File: src/sv/mclp_pkg.sv
// ----------------------------------------------------------------------------
// Multi-click and long-press detector package
// Shared types, codes and reset values for the button detector.
// ----------------------------------------------------------------------------
package mclp_pkg;

    localparam int unsigned TimeW   = 16;
    localparam int unsigned CountW  = 3;
    localparam int unsigned CfgIdxW = 2;

    localparam logic [CountW-1:0] MaxClicks = 3'd5;

    localparam logic [TimeW-1:0] ClickGapReset      = 16'd300;
    localparam logic [TimeW-1:0] LongPushReset      = 16'd2000;
    localparam logic [TimeW-1:0] ReallyLongPushReset = 16'd4000;

    typedef enum logic [CfgIdxW-1:0] {
        CFG_CLICK_GAP        = 2'd0,
        CFG_LONG_PUSH        = 2'd1,
        CFG_REALLY_LONG_PUSH = 2'd2
    } cfg_index_t;

    typedef enum logic [2:0] {
        EV_NONE        = 3'd0,
        EV_LONG        = 3'd6,
        EV_REALLY_LONG = 3'd7
    } event_t;

    typedef enum logic [1:0] {
        IND_LEAVE = 2'd0,
        IND_CLEAR = 2'd1,
        IND_SHOW  = 2'd2
    } indicator_t;

    typedef struct packed {
        logic [TimeW-1:0] click_gap_ms;
        logic [TimeW-1:0] long_push_ms;
        logic [TimeW-1:0] really_long_push_ms;
    } limits_t;

    typedef struct packed {
        logic             pin_level;
        logic [TimeW-1:0] now_ms;
        logic             frame_odd;
    } poll_t;

    typedef struct packed {
        logic [2:0] event_code;
        logic [1:0] indicator_action;
    } result_t;

endpackage

File: src/sv/mclp_if.sv
// ----------------------------------------------------------------------------
// Multi-click and long-press detector channels
// Poll, result and configuration channels with valid/ready handshakes.
// ----------------------------------------------------------------------------
interface mclp_poll_if;
    logic                       valid;
    logic                       ready;
    logic                       pin_level;
    logic [mclp_pkg::TimeW-1:0] now_ms;
    logic                       frame_odd;

    modport source (output valid, output pin_level, output now_ms, output frame_odd,
                    input ready);
    modport sink (input valid, input pin_level, input now_ms, input frame_odd,
                  output ready);
endinterface

interface mclp_result_if;
    logic       valid;
    logic       ready;
    logic [2:0] event_code;
    logic [1:0] indicator_action;

    modport source (output valid, output event_code, output indicator_action,
                    input ready);
    modport sink (input valid, input event_code, input indicator_action,
                  output ready);
endinterface

interface mclp_cfg_if;
    logic                         valid;
    logic                         ready;
    logic [mclp_pkg::CfgIdxW-1:0] index;
    logic [mclp_pkg::TimeW-1:0]   data;

    modport source (output valid, output index, output data, input ready);
    modport sink (input valid, input index, input data, output ready);
endinterface

File: src/sv/mclp_core.sv
// ----------------------------------------------------------------------------
// Multi-click and long-press detector core
// Holds the button state and turns one poll into one result per step.
// ----------------------------------------------------------------------------
module mclp_core (
    input  logic              clk,
    input  logic              rst_n,
    input  logic              step,
    input  mclp_pkg::poll_t   poll_item,
    input  mclp_pkg::limits_t limits,
    output mclp_pkg::result_t result_item
);

    logic                        held_reg;
    logic                        held_next;
    logic [mclp_pkg::CountW-1:0] click_count_reg;
    logic [mclp_pkg::CountW-1:0] click_count_next;
    logic [mclp_pkg::TimeW-1:0]  press_time_reg;
    logic [mclp_pkg::TimeW-1:0]  press_time_next;
    logic [mclp_pkg::TimeW-1:0]  age;
    logic                        pending;
    logic                        past_gap;
    logic                        past_long;
    logic                        past_really_long;
    logic [2:0]                  ev;
    logic [1:0]                  ind;

    assign age              = poll_item.now_ms - press_time_reg;
    assign pending          = (click_count_reg != '0);
    assign past_gap         = (age > limits.click_gap_ms);
    assign past_long        = (age > limits.long_push_ms);
    assign past_really_long = (age > limits.really_long_push_ms);

    always_comb
    begin
        held_next        = held_reg;
        click_count_next = click_count_reg;
        press_time_next  = press_time_reg;
        ev               = mclp_pkg::EV_NONE;
        ind              = mclp_pkg::IND_LEAVE;
        if (!held_reg)
        begin
            if (poll_item.pin_level)
            begin
                held_next       = 1'b1;
                press_time_next = poll_item.now_ms;
                if (click_count_reg < mclp_pkg::MaxClicks)
                begin
                    click_count_next = click_count_reg + 1'b1;
                end
            end
            else if (pending)
            begin
                if (past_really_long)
                begin
                    ev = mclp_pkg::EV_REALLY_LONG;
                end
                else if (past_long)
                begin
                    ev = mclp_pkg::EV_LONG;
                end
                else if (past_gap)
                begin
                    ev = click_count_reg;
                end
                if (ev != mclp_pkg::EV_NONE)
                begin
                    click_count_next = '0;
                end
            end
        end
        else if (!poll_item.pin_level)
        begin
            held_next = 1'b0;
            if (pending && past_long)
            begin
                ind = mclp_pkg::IND_CLEAR;
            end
        end
        else if (pending)
        begin
            if (past_really_long)
            begin
                ind = mclp_pkg::IND_SHOW;
            end
            else if (past_long)
            begin
                ind = poll_item.frame_odd ? mclp_pkg::IND_CLEAR : mclp_pkg::IND_SHOW;
            end
        end
    end

    assign result_item.event_code       = ev;
    assign result_item.indicator_action = ind;

    always_ff @(posedge clk or negedge rst_n)
    begin
        if (!rst_n)
        begin
            held_reg        <= 1'b0;
            click_count_reg <= '0;
            press_time_reg  <= '0;
        end
        else if (step)
        begin
            held_reg        <= held_next;
            click_count_reg <= click_count_next;
            press_time_reg  <= press_time_next;
        end
    end

endmodule

File: src/sv/multi_click_long_press_detector.sv
// ----------------------------------------------------------------------------
// Multi-click and long-press detector
// Reports click counts and long pushes from polled button samples.
// ----------------------------------------------------------------------------
// The poll channel takes one transaction per sample: the button level, a
// wrapping millisecond time and the display frame parity. Each poll gives
// exactly one transaction on the result channel, carrying an event code and
// an indicator action, in poll order.
// A poll is captured in an input register, evaluated against the button
// state and lands in the result register. One poll is taken every cycle
// while the result channel does not stall; the rate is set by the state
// update in the core.
// When the receiver stalls, the result register holds its transaction and
// the input register fills; the poll channel then drops ready until the
// result is taken.
// The configuration channel is always ready and writes the click gap, long
// push and really long push limits; the user must write it only while no
// poll is in flight, which the block does not enforce. Reset restores the
// limits to 300, 2000 and 4000 ms, releases the button state, clears the
// click count and empties both registers.
// ----------------------------------------------------------------------------
module multi_click_long_press_detector (
    input  logic        clk,
    input  logic        rst_n,
    mclp_poll_if.sink   poll,
    mclp_result_if.source result,
    mclp_cfg_if.sink    cfg
);

    mclp_pkg::limits_t limits_reg;
    mclp_pkg::poll_t   poll_reg;
    logic              poll_valid_reg;
    mclp_pkg::result_t result_reg;
    mclp_pkg::result_t result_next;
    logic              result_valid_reg;
    logic              advance;

    assign advance    = poll_valid_reg && (!result_valid_reg || result.ready);
    assign poll.ready = !poll_valid_reg || advance;
    assign cfg.ready  = 1'b1;

    always_ff @(posedge clk or negedge rst_n)
    begin
        if (!rst_n)
        begin
            limits_reg.click_gap_ms        <= mclp_pkg::ClickGapReset;
            limits_reg.long_push_ms        <= mclp_pkg::LongPushReset;
            limits_reg.really_long_push_ms <= mclp_pkg::ReallyLongPushReset;
        end
        else if (cfg.valid)
        begin
            case (cfg.index)
                mclp_pkg::CFG_CLICK_GAP:        limits_reg.click_gap_ms <= cfg.data;
                mclp_pkg::CFG_LONG_PUSH:        limits_reg.long_push_ms <= cfg.data;
                mclp_pkg::CFG_REALLY_LONG_PUSH: limits_reg.really_long_push_ms <= cfg.data;
                default:                        limits_reg <= limits_reg;
            endcase
        end
    end

    always_ff @(posedge clk or negedge rst_n)
    begin
        if (!rst_n)
        begin
            poll_valid_reg <= 1'b0;
        end
        else if (poll.ready)
        begin
            poll_valid_reg <= poll.valid;
        end
    end

    always_ff @(posedge clk)
    begin
        if (poll.valid && poll.ready)
        begin
            poll_reg.pin_level <= poll.pin_level;
            poll_reg.now_ms    <= poll.now_ms;
            poll_reg.frame_odd <= poll.frame_odd;
        end
    end

    mclp_core u_core (
        .clk         (clk),
        .rst_n       (rst_n),
        .step        (advance),
        .poll_item   (poll_reg),
        .limits      (limits_reg),
        .result_item (result_next)
    );

    always_ff @(posedge clk or negedge rst_n)
    begin
        if (!rst_n)
        begin
            result_valid_reg <= 1'b0;
        end
        else if (advance)
        begin
            result_valid_reg <= 1'b1;
        end
        else if (result.ready)
        begin
            result_valid_reg <= 1'b0;
        end
    end

    always_ff @(posedge clk)
    begin
        if (advance)
        begin
            result_reg <= result_next;
        end
    end

    assign result.valid            = result_valid_reg;
    assign result.event_code       = result_reg.event_code;
    assign result.indicator_action = result_reg.indicator_action;

endmodule

File: src/flat_wrapper.sv
// flat-port wrapper written by rule: the top's interface ports become plain ports
module multi_click_long_press_detector_flat 
  (clk, rst_n, poll_valid, poll_pin_level, poll_now_ms, poll_frame_odd, poll_ready, result_valid, result_event_code, result_indicator_action, result_ready, cfg_valid, cfg_index, cfg_data, cfg_ready);
  mclp_poll_if poll_i ();
  mclp_result_if result_i ();
  mclp_cfg_if cfg_i ();
  input  logic clk;
  input  logic rst_n;
  input wire logic [$bits(poll_i.valid)-1:0] poll_valid;
  input wire logic [$bits(poll_i.pin_level)-1:0] poll_pin_level;
  input wire logic [$bits(poll_i.now_ms)-1:0] poll_now_ms;
  input wire logic [$bits(poll_i.frame_odd)-1:0] poll_frame_odd;
  output wire logic [$bits(poll_i.ready)-1:0] poll_ready;
  output wire logic [$bits(result_i.valid)-1:0] result_valid;
  output wire logic [$bits(result_i.event_code)-1:0] result_event_code;
  output wire logic [$bits(result_i.indicator_action)-1:0] result_indicator_action;
  input wire logic [$bits(result_i.ready)-1:0] result_ready;
  input wire logic [$bits(cfg_i.valid)-1:0] cfg_valid;
  input wire logic [$bits(cfg_i.index)-1:0] cfg_index;
  input wire logic [$bits(cfg_i.data)-1:0] cfg_data;
  output wire logic [$bits(cfg_i.ready)-1:0] cfg_ready;
  assign poll_i.valid = poll_valid;
  assign poll_i.pin_level = poll_pin_level;
  assign poll_i.now_ms = poll_now_ms;
  assign poll_i.frame_odd = poll_frame_odd;
  assign poll_ready = poll_i.ready;
  assign result_valid = result_i.valid;
  assign result_event_code = result_i.event_code;
  assign result_indicator_action = result_i.indicator_action;
  assign result_i.ready = result_ready;
  assign cfg_i.valid = cfg_valid;
  assign cfg_i.index = cfg_index;
  assign cfg_i.data = cfg_data;
  assign cfg_ready = cfg_i.ready;
  multi_click_long_press_detector u_core (.clk(clk), .rst_n(rst_n), .poll(poll_i), .result(result_i), .cfg(cfg_i));
endmodule
File: config.mk
export PLATFORM = sky130hd
export DESIGN_NAME = multi_click_long_press_detector_flat
export DESIGN_NICKNAME = d
export VERILOG_FILES = /design/src/sv/mclp_pkg.sv /design/src/sv/mclp_if.sv /design/src/sv/mclp_core.sv /design/src/sv/multi_click_long_press_detector.sv /design/src/flat_wrapper.sv
export SDC_FILE = /design/constraint.sdc
export NUM_CORES = 1
export LEC_CHECK = 0
export ABC_AREA = 1
export BUFFER_PORTS_ARGS = -buffer_cell sky130_fd_sc_hd__buf_2
export CAP_MARGIN = 40
export CORE_MARGIN = 2
export CORE_UTILIZATION = 33
export DETAILED_ROUTE_END_ITERATION = 12
export SKIP_LAST_GASP = 1
export SLEW_MARGIN = 10
export SYNTH_ARGS = -nofsm -noshare
export SYNTH_HDL_FRONTEND = slang
export SYNTH_SLANG_ARGS = --single-unit
File: constraint.sdc
create_clock -name clk -period 4.3 [get_ports clk]
set_input_delay 0.645 -clock clk [delete_from_list [all_inputs] [get_ports clk]]
set_output_delay 0.645 -clock clk [all_outputs]
set_load 0.05 [all_outputs]
==> impl_metrics.csv <==
group,metric,value,unit
outcome,status,"finished, final reports clean",
cts,cts_tree,"built",
synth,ys_ff_latch,93,
floorplan,rows,47,
critical_path,regToRegSetupSlack,0.64,ns
power_and_ir_drop,leakagePower,3.191,nW
synth,synthArstFlopShare,75.27,%
routing,drt_pass1_iterations,4,
routing,routed_wl,11.22,mm
sta,worstMarginPinSlew,0.7823,ns
floorplan,ioPinCount,49,
floorplan,core_region_area,0.01647,mm2
placement,numPortBuffers,47,
synth,ys_seq_area_share,44.70,%
cts,post-cts-setup-buffers,0,
routing,wl_per_cell,12.27,um
critical_path,worstSetupPathType,"flip-flop to flip-flop",
power_and_ir_drop,power_frac_clock,17.2,%
sta,fin_skew,0.009092,ns
cts,postCtsHoldBufs,0,
power_and_ir_drop,p_switching,2.067,mW
critical_path,crit_top_cell,"nand2_1",
critical_path,crit_path_end_kind,"flip-flop",
critical_path,r2r_cells,20,
synth,synth_nets,747,
sta,tns,0,ns
layout,largest_reg_flops,48,
sta,finalMaxSlewViolations,0,
floorplan,die_w,133.2,um
layout,n_antenna_cell,0,
synth,syn-cell-area,0.005509,mm2
sta,setup_violations,0,
critical_path,cp_num_cells,20,
cts,clkTransAtPathRegs,0.07,ns
critical_path,crit_slowest_cell,"fa_1",
critical_path,path_cells,"ha_1, fa_1, inv_1, a31oi_2, o21bai_1, a21boi_1, o21ai_1, xor2_1, ha_1, nand2_1, nor2_1, a21oi_1, nand2_1, nand2_1, nor2_1, nor2_2, nand3_2, nand2_2, nand2_1, nand2_1",
sta,rsz0062_at_grt,"false",
layout,nets,797,
routing,via_per_inst,4.498,
layout,finalNonFillerCells,915,
synth,synth_edf_count,23,
cts,h-tree-depth,3,
critical_path,critPathMaxFanout,4,
floorplan,die_h,133.2,um
global_route,antenna_found_initial,0,
synth,yosysWarnings,0,
sta,hold_viol_final,0,
placement,dp_hpwl,8.766,mm
global_route,grt_util_all_layers,13.68,%
power_and_ir_drop,internal_power,2.574,mW
placement,gp_congestion,0.8577,
routing,drt_iter0_markers,184,
synth,synth_ff_type,"dfrtp_1",
global_route,grt_pass1_wl,19.13,mm
power_and_ir_drop,swShare,44.55,%
power_and_ir_drop,comb_power_share,56.8,%
sta,fmax,273.1,MHz
critical_path,slowest_delay,0.42,ns
layout,syn2layout_area_growth,14.81,%
run,cap_viol_max_count,0,
min_path,hp-class,"input pin to asynchronous set/reset pin",
cts,insertion_delay,0.36,ns
power_and_ir_drop,power_density,733.8,mW/mm2
layout,drive_above_1_share,14.96,%
critical_path,cpLargestDelayFamily,"adder cells",
routing,drc,0,
floorplan,start_util,33.46,%
sta,relSlewSlack,47.84,%
global_route,grt-ovfl-total,0,
power_and_ir_drop,vdd_drop_max,0.0002602,V
cts,post_cts_resized,0,
sta,period_share,85.14,%
critical_path,cp_num_buf_inv,1,
global_route,grt_max_degree,38,
synth,synthCells,640,
global_route,grt_pass1_vias,4113,
cts,clockRootBuffer,"clkbuf_16",
routing,final_antenna_net_count,0,
critical_path,required,4.60,ns
layout,layout_common_cells,"nand2_1, inv_1, ha_1",
layout,layout_commonest_cell,"nand2_1",
synth,synthDistinctLibCells,40,
cts,clkSinkCount,93,
sta,period_minus_slack,3.661,ns
placement,dp_cells,899,
synth,avgSynthCellArea,8.608,um2
critical_path,critPathLaunchType,"flip-flop",
routing,num_vias,4116,
power_and_ir_drop,p_seq_share,26.0,%
cts,clockBufferDepth,2,
cts,cts_buffers,9,
critical_path,arrival,3.96,ns
floorplan,die_area,0.01774,mm2
[worst paths after layout]
kind / startpoint / to
max: u_core.u_core.press_time_reg[0] / u_core.u_core.click_count_reg[0]
min: rst_n / u_core.u_core.click_count_reg[0]
max reg2reg: u_core.u_core.press_time_reg[0] / u_core.u_core.click_count_reg[0]
min reg2reg: u_core.limits_reg[3] / u_core.limits_reg[3]
max in group asynchronous: rst_n / u_core.limits_reg[9]
min in group clk: poll_now_ms[10] / u_core.poll_reg[11]
[kinds of logic after synthesis]
logic type	share of synthesized area [%]
AND/OR/NAND/NOR	15.65
buffers and inverters	8.994
AO/OA/AOI/OAI	12.72
flip-flops	44.70
adder cells (fa/ha/maj)	15.13
XOR/XNOR	2.544
other	0.06807
multiplexers	0.2044
[power by group through the flow]
stage	registers, mW	clock network, mW	logic (mW)
finish	1.21	0.798	2.63
floorplan	1.25	0	2.00
detailed placement	1.22	0	2.65
global placement	1.22	0	2.62
global route	1.23	0.846	3.08
CTS	1.21	0.826	2.67
[worst reg2reg max path, cell delays in order, from the launching register on]
cell	delay (ns)
dfrtp_1	0.39
ha_1	0.26
fa_1	0.42
inv_1	0.08
a31oi_2	0.13
o21bai_1	0.24
a21boi_1	0.14
o21ai_1	0.17
xor2_1	0.34
ha_1	0.30
nand2_1	0.11
nor2_1	0.05
a21oi_1	0.24
nand2_1	0.13
nand2_1	0.08
nor2_1	0.05
nor2_2	0.13
nand3_2	0.13
nand2_2	0.09
nand2_1	0.05
nand2_1	0.05
[synthesized netlist by cell type (5+ instances only)]
cell | instances | area [um2]
a21oi_1 | 47 | 235.2
clkbuf_1 | 12 | 45.04
dfrtp_1 | 54 | 1351
dfstp_2 | 16 | 420.4
edfxtp_1 | 23 | 690.7
ha_1 | 65 | 813.3
inv_1 | 115 | 431.7
nand2_1 | 127 | 476.7
nand2_2 | 6 | 37.54
nand3_1 | 15 | 75.07
nor2_1 | 40 | 150.1
nor2_2 | 5 | 31.28
o21ai_0 | 60 | 300.3
xnor2_1 | 6 | 52.55
xor2_1 | 10 | 87.58
[layout make-up]
type	instances	area, um2
Clock inverter	5	60.06
Inverter	118	442.9
Tap cell	220	275.3
Timing Repair Buffer	52	300.3
Fill cell	1709	10140
Clock buffer	11	232.7
Multi-Input combinational cell	416	2551
Sequential cell	93	2462
[metrics by stage]
step / util [%] / worst slack, ns / power, mW / hold WS [ns] / cell area, um2
6_report: 38.41 / 0.6388 / 4.641 / 0.3626 / 6325
5_1_grt: 38.41 / 0.2986 / 5.160 / 0.4429 / 6325
4_1_cts: 38.41 / 0.6792 / 4.702 / 0.3874 / 6325
3_5_place_dp: 36.63 / 0.6970 / 3.874 / 0.4735 / 6032
3_3_place_gp: 36.38 / 0.7375 / 3.838 / 0.4668 / 5989
2_1_floorplan: - / 1.249 / 3.247 / 0.3494 / 5509
[routing by layer]
layer / vias up / track usage (%) / routed length, um
met5: - / 0 / 0
met4: 0 / 6.915 / 316
met3: 20 / 2.588 / 368
met2: 67 / 22.60 / 5228
met1: 1865 / 17.20 / 5310
li1: 2164 / - / -
Note: power is estimated with default switching activity, not from simulation.
